==> src/circle_obstacle_placer_defines.svh <==
// Assertion macros for the circle obstacle placer.
// Used by the top level; relies on i_clk and i_rst_n being in scope.
`ifndef CIRCLE_OBSTACLE_PLACER_DEFINES_SVH
`define CIRCLE_OBSTACLE_PLACER_DEFINES_SVH

`ifndef SYNTHESIS
`define COP_ASSERT_SAME(lbl, ante, cons) \
    lbl: assert property (@(posedge i_clk) disable iff (!i_rst_n) (ante) |-> (cons)) \
        else $error("cop assertion failed");
`define COP_ASSERT_NEXT(lbl, ante, cons) \
    lbl: assert property (@(posedge i_clk) disable iff (!i_rst_n) (ante) |=> (cons)) \
        else $error("cop assertion failed");
`else
`define COP_ASSERT_SAME(lbl, ante, cons)
`define COP_ASSERT_NEXT(lbl, ante, cons)
`endif

`endif

==> src/cop_pkg.sv <==
// Shared types, codes and constants of the circle obstacle placer.
// No dependencies.
package cop_pkg;

    localparam int DEF_MAP_WIDTH   = 256;
    localparam int DEF_MAP_HEIGHT  = 256;
    localparam int DEF_MAX_CIRCLES = 64;
    localparam int DEF_MAX_RADIUS  = 127;

    localparam int CRD_W = 8;
    localparam int RAD_W = 7;
    localparam int CNT_W = 7;
    localparam int OFS_W = 9;
    localparam int POS_W = 12;
    localparam int RSQ_W = 14;
    localparam int SUM_W = 17;

    typedef enum logic [1:0] {
        FN_PLACE = 2'd0,
        FN_READ  = 2'd1,
        FN_CLEAR = 2'd2,
        FN_NOP   = 2'd3
    } t_func;

    typedef enum logic [1:0] {
        ST_PLACED  = 2'd0,
        ST_OVERLAP = 2'd1,
        ST_FULL    = 2'd2,
        ST_DONE    = 2'd3
    } t_status;

    typedef enum logic [3:0] {
        S_INIT_CLR,
        S_IDLE,
        S_DISPATCH,
        S_OV_RD,
        S_OV_MUL,
        S_OV_CMP,
        S_RINIT,
        S_ROW,
        S_LD,
        S_PIX,
        S_WR,
        S_STORE,
        S_PRD,
        S_PRD_OUT,
        S_FCLR
    } t_state;

    typedef struct packed {
        logic    cap;
        logic    prep;
        logic    cnt_clr;
        logic    clr_wr;
        logic    tab_rd;
        logic    ov_mul;
        logic    ov_next;
        logic    ras_init;
        logic    row_rd;
        logic    row_skip;
        logic    row_ld;
        logic    pix;
        logic    row_wr;
        logic    tab_wr;
        logic    prd_rd;
        logic    fin;
        logic    pix_out;
        t_status fin_status;
    } t_cmd;

    typedef struct packed {
        t_func func;
        logic  full;
        logic  cnt_zero;
        logic  k_last;
        logic  hit;
        logic  clr_last;
        logic  rows_done;
        logic  row_ok;
        logic  j_last;
    } t_sts;

endpackage

==> src/cop_ctrl.sv <==
// Controller state machine of the circle obstacle placer: handshakes and
// sequencing of the datapath commands. Uses cop_pkg.
module cop_ctrl (
    input  logic          i_clk,
    input  logic          i_rst_n,
    input  logic          i_in_valid,
    output logic          o_in_ready,
    output logic          o_out_valid,
    input  logic          i_out_ready,
    input  cop_pkg::t_sts i_sts,
    output cop_pkg::t_cmd o_cmd
);
    import cop_pkg::*;

    t_state r_state, n_state;
    logic   r_out_valid, n_out_valid;
    t_cmd   cmd;

    assign o_in_ready  = (r_state == S_IDLE) && (!r_out_valid || i_out_ready);
    assign o_out_valid = r_out_valid;
    assign o_cmd       = cmd;

    always_ff @(posedge i_clk) begin
        if (!i_rst_n) begin
            r_state     <= S_INIT_CLR;
            r_out_valid <= 1'b0;
        end else begin
            r_state     <= n_state;
            r_out_valid <= n_out_valid;
        end
    end

    always_comb begin
        n_state        = r_state;
        cmd            = '0;
        cmd.fin_status = ST_DONE;
        unique case (r_state)
            S_INIT_CLR: begin
                cmd.clr_wr = 1'b1;
                if (i_sts.clr_last) begin
                    n_state = S_IDLE;
                end
            end
            S_IDLE: begin
                if (i_in_valid && o_in_ready) begin
                    cmd.cap = 1'b1;
                    n_state = S_DISPATCH;
                end
            end
            S_DISPATCH: begin
                cmd.prep = 1'b1;
                unique case (i_sts.func)
                    FN_PLACE: begin
                        priority if (i_sts.full) begin
                            cmd.fin        = 1'b1;
                            cmd.fin_status = ST_FULL;
                            n_state        = S_IDLE;
                        end else if (i_sts.cnt_zero) begin
                            n_state = S_RINIT;
                        end else begin
                            n_state = S_OV_RD;
                        end
                    end
                    FN_READ: begin
                        n_state = S_PRD;
                    end
                    FN_CLEAR: begin
                        cmd.cnt_clr = 1'b1;
                        n_state     = S_FCLR;
                    end
                    FN_NOP: begin
                        cmd.fin = 1'b1;
                        n_state = S_IDLE;
                    end
                    default: begin
                        n_state = S_IDLE;
                    end
                endcase
            end
            S_OV_RD: begin
                cmd.tab_rd = 1'b1;
                n_state    = S_OV_MUL;
            end
            S_OV_MUL: begin
                cmd.ov_mul = 1'b1;
                n_state    = S_OV_CMP;
            end
            S_OV_CMP: begin
                priority if (i_sts.hit) begin
                    cmd.fin        = 1'b1;
                    cmd.fin_status = ST_OVERLAP;
                    n_state        = S_IDLE;
                end else if (i_sts.k_last) begin
                    cmd.ov_next = 1'b1;
                    n_state     = S_RINIT;
                end else begin
                    cmd.ov_next = 1'b1;
                    n_state     = S_OV_RD;
                end
            end
            S_RINIT: begin
                cmd.ras_init = 1'b1;
                n_state      = S_ROW;
            end
            S_ROW: begin
                priority if (i_sts.rows_done) begin
                    n_state = S_STORE;
                end else if (i_sts.row_ok) begin
                    cmd.row_rd = 1'b1;
                    n_state    = S_LD;
                end else begin
                    cmd.row_skip = 1'b1;
                end
            end
            S_LD: begin
                cmd.row_ld = 1'b1;
                n_state    = S_PIX;
            end
            S_PIX: begin
                cmd.pix = 1'b1;
                if (i_sts.j_last) begin
                    n_state = S_WR;
                end
            end
            S_WR: begin
                cmd.row_wr = 1'b1;
                n_state    = S_ROW;
            end
            S_STORE: begin
                cmd.tab_wr     = 1'b1;
                cmd.fin        = 1'b1;
                cmd.fin_status = ST_PLACED;
                n_state        = S_IDLE;
            end
            S_PRD: begin
                cmd.prd_rd = 1'b1;
                n_state    = S_PRD_OUT;
            end
            S_PRD_OUT: begin
                cmd.fin     = 1'b1;
                cmd.pix_out = 1'b1;
                n_state     = S_IDLE;
            end
            S_FCLR: begin
                cmd.clr_wr = 1'b1;
                if (i_sts.clr_last) begin
                    cmd.fin = 1'b1;
                    n_state = S_IDLE;
                end
            end
            default: begin
                n_state = S_IDLE;
            end
        endcase

        n_out_valid = r_out_valid;
        if (cmd.fin) begin
            n_out_valid = 1'b1;
        end else if (r_out_valid && i_out_ready) begin
            n_out_valid = 1'b0;
        end
    end

endmodule

==> config.mk <==
export PLATFORM = sky130hd
export DESIGN_NAME = cop_ctrl
export DESIGN_NICKNAME = d
export VERILOG_FILES = /design/src/circle_obstacle_placer_defines.svh /design/src/cop_pkg.sv /design/src/cop_ctrl.sv
export SDC_FILE = /design/constraint.sdc
export NUM_CORES = 1
export LEC_CHECK = 0
export ABC_AREA = 1
export BUFFER_PORTS_ARGS = -buffer_cell sky130_fd_sc_hd__buf_2
export CAP_MARGIN = 20
export CORE_ASPECT_RATIO = 1.1
export CORE_UTILIZATION = 45
export CTS_BUF_LIST = sky130_fd_sc_hd__clkbuf_8 sky130_fd_sc_hd__clkbuf_16
export CTS_CLUSTER_SIZE = 12
export DETAILED_ROUTE_END_ITERATION = 8
export PLACE_DENSITY = 0.81
export SLEW_MARGIN = 20
export SYNTH_ARGS = -nofsm -noshare
export SYNTH_HDL_FRONTEND = slang
export SYNTH_SLANG_ARGS = --single-unit
==> constraint.sdc <==
create_clock -name i_clk -period 2 [get_ports i_clk]
set_input_delay 0.1 -clock i_clk [delete_from_list [all_inputs] [get_ports i_clk]]
set_output_delay 0.1 -clock i_clk [all_outputs]
set_load 0.1 [all_outputs]
[Word-level counts from Yosys, hierarchy flattened]
Index checks and enable logic that the tools add are counted.
Cells by class
  reductions and logical operators: 12
  equal/unequal tests: 21
  multiplexer cells: 42
Operators by type and width (number)
  one-hot mux 4 bit (11 select lines): 1
  == test 4 bit, second input constant: 7
  two-way mux 1 bit: 24
  two-way mux 4 bit: 5
  == test 4 x 3 -> 1 bit, second input constant: 4
  one-hot mux 4 bit (4 select lines): 1
  two-way mux 3 bit: 4
  == test 4 x 2 -> 1 bit, second input constant: 2
  two-way mux 2 bit: 4
  one-hot mux 2 bit (3 select lines): 1
  OR reduction 2 bit: 3
  == test 2 bit, second input constant: 2
  == test 4 x 1 -> 1 bit, second input constant: 1
  logical NOT 4 bit: 1
  inequality test 2 x 1 -> 1 bit, second input constant: 2
  one-hot mux 1 bit (4 select lines): 1
  AND reduction 4 bit: 1
  logical AND 1 bit: 3
  inequality test 3 bit, second input constant: 1
  == test 2 x 1 -> 1 bit, second input constant: 1
  logical NOT 2 bit: 1
  inequality test 2 bit, second input constant: 1
  one-hot mux 1 bit (2 select lines): 1
  nonzero test 2 bit: 1
  other kinds (2): 2
Word-level totals
  flip-flop bits (word level): 5
  output and inout bits: 21
  input port bits: 14

[Depth between registers and ports, before layout]
Gate-level depths: netlist (run 1).
  depth after elaboration: 6
  mapped depth: 10
  depth with buffers taken out: 10

[Worst setup path before layout (run 1)]
OpenSTA, ideal clock, no wires.
  kind: register to output
  start point: register r_state[3]
  end point: output o_cmd[1] in the netlist's numbering
  stages on the path, launching flop included: 4
  arrival: 3586 ps
  buffers on the path: 0
  path slack: -1686 ps
  path through: dfxtp_1 nand2_1 nor2_1 o21ai_0
RTL lines
  start: declaration: line cop_ctrl.sv:15  | t_state r_state, n_state;
  start signal: assignment: line cop_ctrl.sv:28  | r_state <= n_state;
  end: declaration: line cop_ctrl.sv:11  | output cop_pkg::t_cmd o_cmd

==> results.toml, run 1 <==
[synthesis]
avgSynthCellArea_sq_um = 5.03
ys_seq_area_share_pct = 13.6
syn_nets = 164
syn_inst = 146
synthDistinctLibCells = 17
ys_seq_elements = 5
yosysWarnings = 0
syn_area_sq_um = 734

[drt]
viasPerCell = 4.95
drtIter0Drc = 18
first_pass_iters = 4
via_count = 985
wl_per_cell_um = 10.3
routed_wl_mm = 2.04
drc = 0
ant_nets = 0

[sta]
slew_violations = 0
fin_crit_ns = 1.77
fmax_mhz = 564
hold_violations = 0
timing.setup.tns_ns = 0
slew_headroom_pct = 67.6
finClkSkew_ns = 0.00289
setup_viol = 0
rsz0062_at_grt = "false"
hold_slack_ns = 0.107
tightest_slew_ns = 0.489
min_period_over_period_pct = 88.7

[power]
p_int_uw = 522
p_per_area_nw_per_um2 = 1580
switchingPower_mw = 1.09
clkPwrFrac_pct = 11.7
combPwrFrac_pct = 76.4
seqPwrFrac_pct = 11.9
power_leakage_nw = 0.670
peakVddDrop_v = 0.00123
p_sw_share_pct = 67.6
power_mw = 1.61

[global_routing]
grt_pass1_vias = 809
grt_use_total_pct = 26.0
grt_max_degree = 7
antenna_found_initial = 0
grt_overflow = 0
grt_pass1_wl_mm = 3.20

[clock_tree]
cts_tree = "built"
htreeDepth = 1
cts_inserted_buffers = 3
postCtsSetupRepairBufs = 0
hold_buffers = 0
clkSinkCount = 5
clk_latency_ns = 0.23
cts_resized = 0
clk_pin_slew_ns = 0.04
clock-root-buffer = "clkbuf_8"
cts.path.max_buffers = 2

[layout]
stdcell_area_sq_um = 1020
utilization_pct = 71.2
drive_gt1_share_pct = 32.8
area_growth_pct = 39.2
fill_cells = 140
fin_nets = 202
diodes = 0

[placement]
place_congestion = 0.858
portBuffers = 34
hpwlAfterDp_mm = 1.72
dpl_cell_area_sq_um = 977

[floorplan]
ios = 35
num_rows = 14
die_h_um = 44.4
initial_utilization_pct = 51.1
core-area_sq_um = 1440
dieArea_sq_um = 1800
die_x_um = 40.5

[critical_path]
crit_required_ns = 1.90
start_kind = "register"
timing.setup.critical_path_class = "reg2out"
worstSetupEndpointType = "primary output"
cp_data_arrival_time_ns = 1.67
crit_fanout = 6

[min_path]
hold_class = "in2reg"

[run]
maxCapViolCount = 0

[status]
status = "finished, final reports clean"
[layer usage]
metal | share of wire, % | track usage (%) | up-vias
li1 | - | - | 511
met1 | 44 | 28.7 | 437
met2 | 49 | 44.8 | 32
met3 | 5.7 | 8.04 | 5
met4 | 1.3 | 9.33 | 0
met5 | 0 | 0 | -
[kinds of logic (layout without fill, tap and decap cells)]
family          Yosys count  after routing  share of synthesized area (%)
compound gates           14             14                           10.7
flops                     5              5                           13.6
fa+ha+maj                 4              4                           6.81
buf+inv                  35             72                           18.4
simple gates             88             88                           50.4
[power by group through the flow]
stage	Sequential (mW)	Clock, mW	Combinational [mW]
4_1_cts	0.192	0.195	1.23
3_3_place_gp	0.188	0	1.22
6_report	0.192	0.189	1.23
2_1_floorplan	0.198	0	1.05
3_5_place_dp	0.193	0	1.23
5_1_grt	0.197	0.197	1.32
[through the flow]
step           instances  worst slack, ns
4_1_cts              199            0.221
3_5_place_dp         195            0.471
2_1_floorplan        146           -0.266
5_1_grt              199           0.0545
3_3_place_gp         195            0.506
6_report             199            0.226
[state kept, by name, indices dropped and copies added (netlist names)]
name and count:
r_state 4, o_out_valid 1
[worst max-delay path, stage by stage, from the launching register on]
cell	delay (ns)
dfxtp_1	0.35
inv_1	0.11
nand2_1	0.11
nor2_2	0.21
inv_1	0.12
nor3_4	0.11
buf_2	0.44
[Yosys cell counts]
cell type	count	area, sq um
nor2_4	1	11.3
nor2_2	4	25.0
a22oi_1	1	7.51
buf_4	1	7.51
nand3_1	10	50.1
inv_1	32	120
nand2_1	41	154
o21ai_0	4	20.0
dfxtp_1	5	100
inv_2	2	7.51
ha_1	4	50.1
a21oi_1	7	35.0
o211ai_1	1	7.51
o21ai_2	1	8.76
nand2_2	3	18.8
nor2_1	27	101
nor3_1	2	10.0
[area by class of cell]
type / instances / area [sq um] / share of cell area [%]
Clock inverter: 1 / 3.75 / 0.367
Timing Repair Buffer: 34 / 170 / 16.6
Tap cell: 16 / 20.0 / 1.96
Clock buffer: 3 / 41.3 / 4.04
Multi-Input combinational cell: 106 / 546 / 53.4
Inverter: 34 / 133 / 13.0
Sequential cell: 5 / 109 / 10.6
[cell usage in the layout (no fill, tap or decap), types with 2 or more instances in the layout]
master    synthesis  routed
nand2_1          41      39
buf_2             0      34
inv_1            32      33
nor2_1           27      21
nand3_1          10      10
nor2_2            4       8
a21oi_1           7       7
nand2_2           3       4
ha_1              4       4
nor2_4            1       3
o21ai_0           4       3
clkbuf_8          0       3
inv_4             0       2
dfxtp_1           5       2
dfxtp_4           0       2
[worst paths after layout]
kind	from	cells after the start	slack, ns	to
setup / recovery	r_state[1]	6	0.23	o_cmd[18]
setup reg to reg	r_state[1]	8	0.64	r_state[2]
hold reg to reg	r_state[3]	2	0.53	r_state[3]
hold / removal	i_rst_n	3	0.11	o_out_valid
(Power assumes the default switching activity.)
==> run 2, diff against run 1 <==
BUFFER_PORTS_ARGS = unset   (was -buffer_cell sky130_fd_sc_hd__buf_2)
DONT_BUFFER_PORTS = 1   (was unset)
PLACE_DENSITY = 0.63   (was 0.81)
==> results.toml, run 2 (synthesis gave the netlist of run 1 again) <==
[clock_tree]
clkSinkCount = 5
clk_pin_slew_ns = 0.04
clock-root-buffer = "clkbuf_8"
cts.path.max_buffers = 2
postCtsSetupRepairBufs = 0
cts_resized = 0
cts_inserted_buffers = 3
clk_latency_ns = 0.22
htreeDepth = 1
cts_tree = "built"

[critical_path]
crit_fanout = 6
timing.rr.end = "r_state[1]"
worstSetupEndpointType = "primary output"
crit_required_ns = 1.90
cp_data_arrival_time_ns = 1.59
r2r_slack_ns = 0.59
crit-reg2reg-launch = "r_state[1]"
worstRegToRegCells = 8
timing.setup.critical_path_class = "reg2out"
start_kind = "register"

[sta]
fin_crit_ns = 1.69
finClkSkew_ns = 0.000800
hold_violations = 0
rsz0062_at_grt = "false"
slew_headroom_pct = 68.8
tightest_slew_ns = 0.467
fmax_mhz = 592
hold_slack_ns = 0.00482
slew_violations = 0
setup_viol = 0
min_period_over_period_pct = 84.4

[layout]
fin_nets = 190
top_register = "r_state"
stdcell_area_sq_um = 1060
final_cell_mix = "nand2_1 (39), inv_1 (33), buf_4 (19)"
final_common_cell = "nand2_1"
diodes = 0
drive_gt1_share_pct = 29.8
multi_input_area_sq_um = 557
largest_reg_flops = 4
area_growth_pct = 44.5
utilization_pct = 73.9
regArea_sq_um = 109
fill_cells = 133

[placement]
hpwlAfterDp_mm = 1.70
dpl_cell_area_sq_um = 1010
place_congestion = 0.874
portBuffers = 0

[drt]
first_pass_iters = 4
viasPerCell = 4.98
ant_nets = 0
wl_per_cell_um = 11.2
drc = 0
drtIter0Drc = 43
via_count = 932
routed_wl_mm = 2.10

[global_routing]
grt_max_degree = 7
grt.met3_usage_pct = 8.04
grt.busiest_layer = "met2"
grt_pass1_vias = 833
grt_use_met2_pct = 45.7
grt_overflow = 0
antenna_found_initial = 0
grt_pass1_wl_mm = 3.28
met1_usage_pct = 30.6
grt_use_total_pct = 26.1

[min_path]
holdCritStartpoint = "i_rst_n"
hold_path_depth = 2
min_to = "r_state[0]"
hold_class = "in2reg"

[floorplan]
ios = 35
die_x_um = 40.5
num_rows = 14
initial_utilization_pct = 51.1
core-area_sq_um = 1440
dieArea_sq_um = 1800
die_h_um = 44.4

[status]
status = "finished, final reports clean"

[run]
maxCapViolCount = 0

[power]
peakVddDrop_v = 0.00135
p_per_area_nw_per_um2 = 1610
power_leakage_nw = 0.639
-- run 2: routing by layer --
layer  part of all wire, %  wire, um  up-vias
met5                     0         0        -
met2                    50      1050       50
met1                    41       866      392
met3                   8.1       169        2
li1                      -         -      488
met4                  0.81        17        0
-- run 2: stage by stage --
stage / worst slack, ns / instances / power, mW / TNS [ns]
floorplan: -0.266 / 146 / 1.25 / -0.673
global placement: 0.566 / 182 / 1.50 / 0
detailed placement: 0.580 / 182 / 1.51 / 0
CTS: 0.326 / 187 / 1.70 / 0
global route: 0.208 / 187 / 1.80 / 0
finish: 0.311 / 187 / 1.71 / 0
-- run 2: what timing repair did --
action                                 in CTS  in global routing
setup endpoints to repair                   0                  0
endpoints found under the hold margin       1                  0
hold buffers                                1                  0
-- run 2: area by class of cell --
| cell class | count | share of cell area (%) |
|---|---|---|
| multi-input cells | 106 | 52.5 |
| repair buffers | 22 | 18.6 |
| inverters | 34 | 12.5 |
| flip-flops and latches | 5 | 10.3 |
| clock buffers | 3 | 3.89 |
| well taps | 16 | 1.89 |
| clock inverters | 1 | 0.354 |
-- run 2: worst max-delay path by stage --
stage,start,to,cells past startpoint
finish,r_state[1],o_cmd[18],6
global route,r_state[1],o_cmd[18],6
CTS,r_state[1],o_cmd[18],6
detailed placement,r_state[1],o_cmd[18],6
global placement,r_state[2],o_cmd[1],6
floorplan,r_state[1],r_state[1],7
-- run 2: critical path, stage by stage (launching register included) --
cell and delay [ns]:
dfxtp_1 0.36, inv_1 0.12, nand2_1 0.12, nor2_2 0.23, inv_1 0.13, nor3_4 0.11, buf_4 0.30
-- run 2: power by group --
group          internal [mW]  leakage [nW]  total, mW  switching (mW)
sequential             0.141        0.0426      0.194          0.0537
clock                  0.132        0.0269      0.182          0.0508
combinational          0.318         0.570       1.33            1.01
==> run 3, diff against run 2 <==
clock period = 1.6 ns   (was 2 ns; I/O delays follow)
==> results.toml, run 3 (synthesis gave the netlist of run 1 again) <==
[global_routing]
antenna_found_initial = 0
grt_pass1_vias = 863
grt_overflow = 0
grt_use_total_pct = 28.5
grt_pass1_wl_mm = 3.53
grt_max_degree = 7

[critical_path]
timing.setup.critical_path_class = "reg2out"
cp_data_arrival_time_ns = 1.46
start_kind = "register"
r2r_slack_ns = 0.26
cp-endpoint = "o_cmd[18]"
crit_path_start = "r_state[1]"
worstSetupEndpointType = "primary output"
worstRegToRegCells = 9
crit-reg2reg-launch = "r_state[0]"
timing.rr.end = "r_state[1]"
crit_required_ns = 1.52
crit_fanout = 6

[sta]
fin_ws_ns = 0.0564
hold_violations = 0
min_period_over_period_pct = 96.5
tightest_slew_ns = 0.283
fmax_mhz = 648
slew_headroom_pct = 81.3
setup_viol = 0
fin_crit_ns = 1.54
finClkSkew_ns = 0.00217
rsz0062_at_grt = "true"
timing.setup.tns_ns = 0
hold_slack_ns = 0.0123
slew_violations = 0

[layout]
largest_reg_flops = 4
fin_nets = 192
final_cells = 189
drive_gt1_share_pct = 36.4
stdcell_area_sq_um = 1200
final_cell_mix = "nand2_1 (37), inv_1 (31), nor2_1 (16)"
utilization_pct = 83.8
diodes = 0
fill_cells = 103
final_common_cell = "nand2_1"
top_register = "r_state"
area_growth_pct = 63.9

[run]
maxCapViolCount = 0

[placement]
dpl_cell_area_sq_um = 1130
dp_slack_ns = 0.164
portBuffers = 0
dp_cells = 184
place_congestion = 1.05
hpwlAfterDp_mm = 2.00

[min_path]
hold_class = "in2reg"

[drt]
drtIter0Drc = 21
first_pass_iters = 4
via_count = 942
routed_wl_mm = 2.33
drc = 0
wl_per_cell_um = 12.3
ant_nets = 0
viasPerCell = 4.98

[clock_tree]
postCtsSetupRepairBufs = 0
cts_tree = "built"
clk_pin_slew_ns = 0.04
htreeDepth = 1
clkSinkCount = 5
cts_inserted_buffers = 3
clk_latency_ns = 0.22
clock-root-buffer = "clkbuf_8"
cts.path.max_buffers = 2

[floorplan]
num_rows = 14
die_x_um = 40.5
die_h_um = 44.4
core-area_sq_um = 1440
dieArea_sq_um = 1800
initial_utilization_pct = 51.1
ios = 35

[power]
power_mw = 2.34
power_leakage_nw = 0.678
p_per_area_nw_per_um2 = 1940
peakVddDrop_v = 0.00147

[status]
status = "finished, final reports clean"
[run 3: changes by cell type in the layout (fill, tap and decap cells not counted), moves of 2 or more]
cell,before,now
buf_12,1,7
nor2_4,3,8
buf_4,19,15
nor2_2,11,8
dfxtp_1,2,0
dfxtp_2,1,3
inv_1,33,31
inv_2,0,2
nand2_1,39,37
nor2_1,18,16
[run 3: worst min path at each step]
stage / startpoint / endpoint / cells after the start
4_1_cts: i_rst_n / r_state[3] / 2
6_report: i_rst_n / r_state[3] / 2
5_1_grt: i_rst_n / r_state[2] / 2
2_1_floorplan: i_rst_n / o_out_valid / 2
3_5_place_dp: i_rst_n / o_out_valid / 2
3_3_place_gp: i_rst_n / o_out_valid / 2
[run 3: power breakdown]
group	switching [mW]	internal, mW	leakage (nW)	total (mW)
clock network	0.0658	0.165	0.0269	0.231
registers	0.0762	0.179	0.0435	0.255
logic	1.34	0.515	0.608	1.85
total	1.48	0.859	0.678	2.34
[run 3: repair_timing]
| item | in CTS | in global routing |
|---|---|---|
| hold buffers | 1 | 0 |
| setup endpoints to repair | 2 | 2 |
| gates resized for setup | 3 | 4 |
| pin swaps | 0 | 0 |
| endpoints found under the hold margin | 2 | 0 |
[run 3: layout make-up]
type	count	area, sq um	share of cell area [%]
clock buffers	3	41.3	3.43
clock inverters	1	3.75	0.312
inverters	34	133	11.0
multi-input cells	106	607	50.4
flip-flops and latches	5	111	9.25
well taps	16	20.0	1.66
repair buffers	24	288	23.9
[run 3: critical path: stages (launching register included)]
cell and delay (ns):
dfxtp_2 0.34, inv_1 0.11, nand2_2 0.13, nor2_4 0.15, inv_2 0.08, nor3_4 0.22
buf_12 0.20
[run 3: metal layers]
layer | GRT usage (%) | wire length, um
met1 | 35.0 | 986
met2 | 50.2 | 1200
met3 | 8.54 | 142
met4 | 0.667 | 0
met5 | 0 | 0
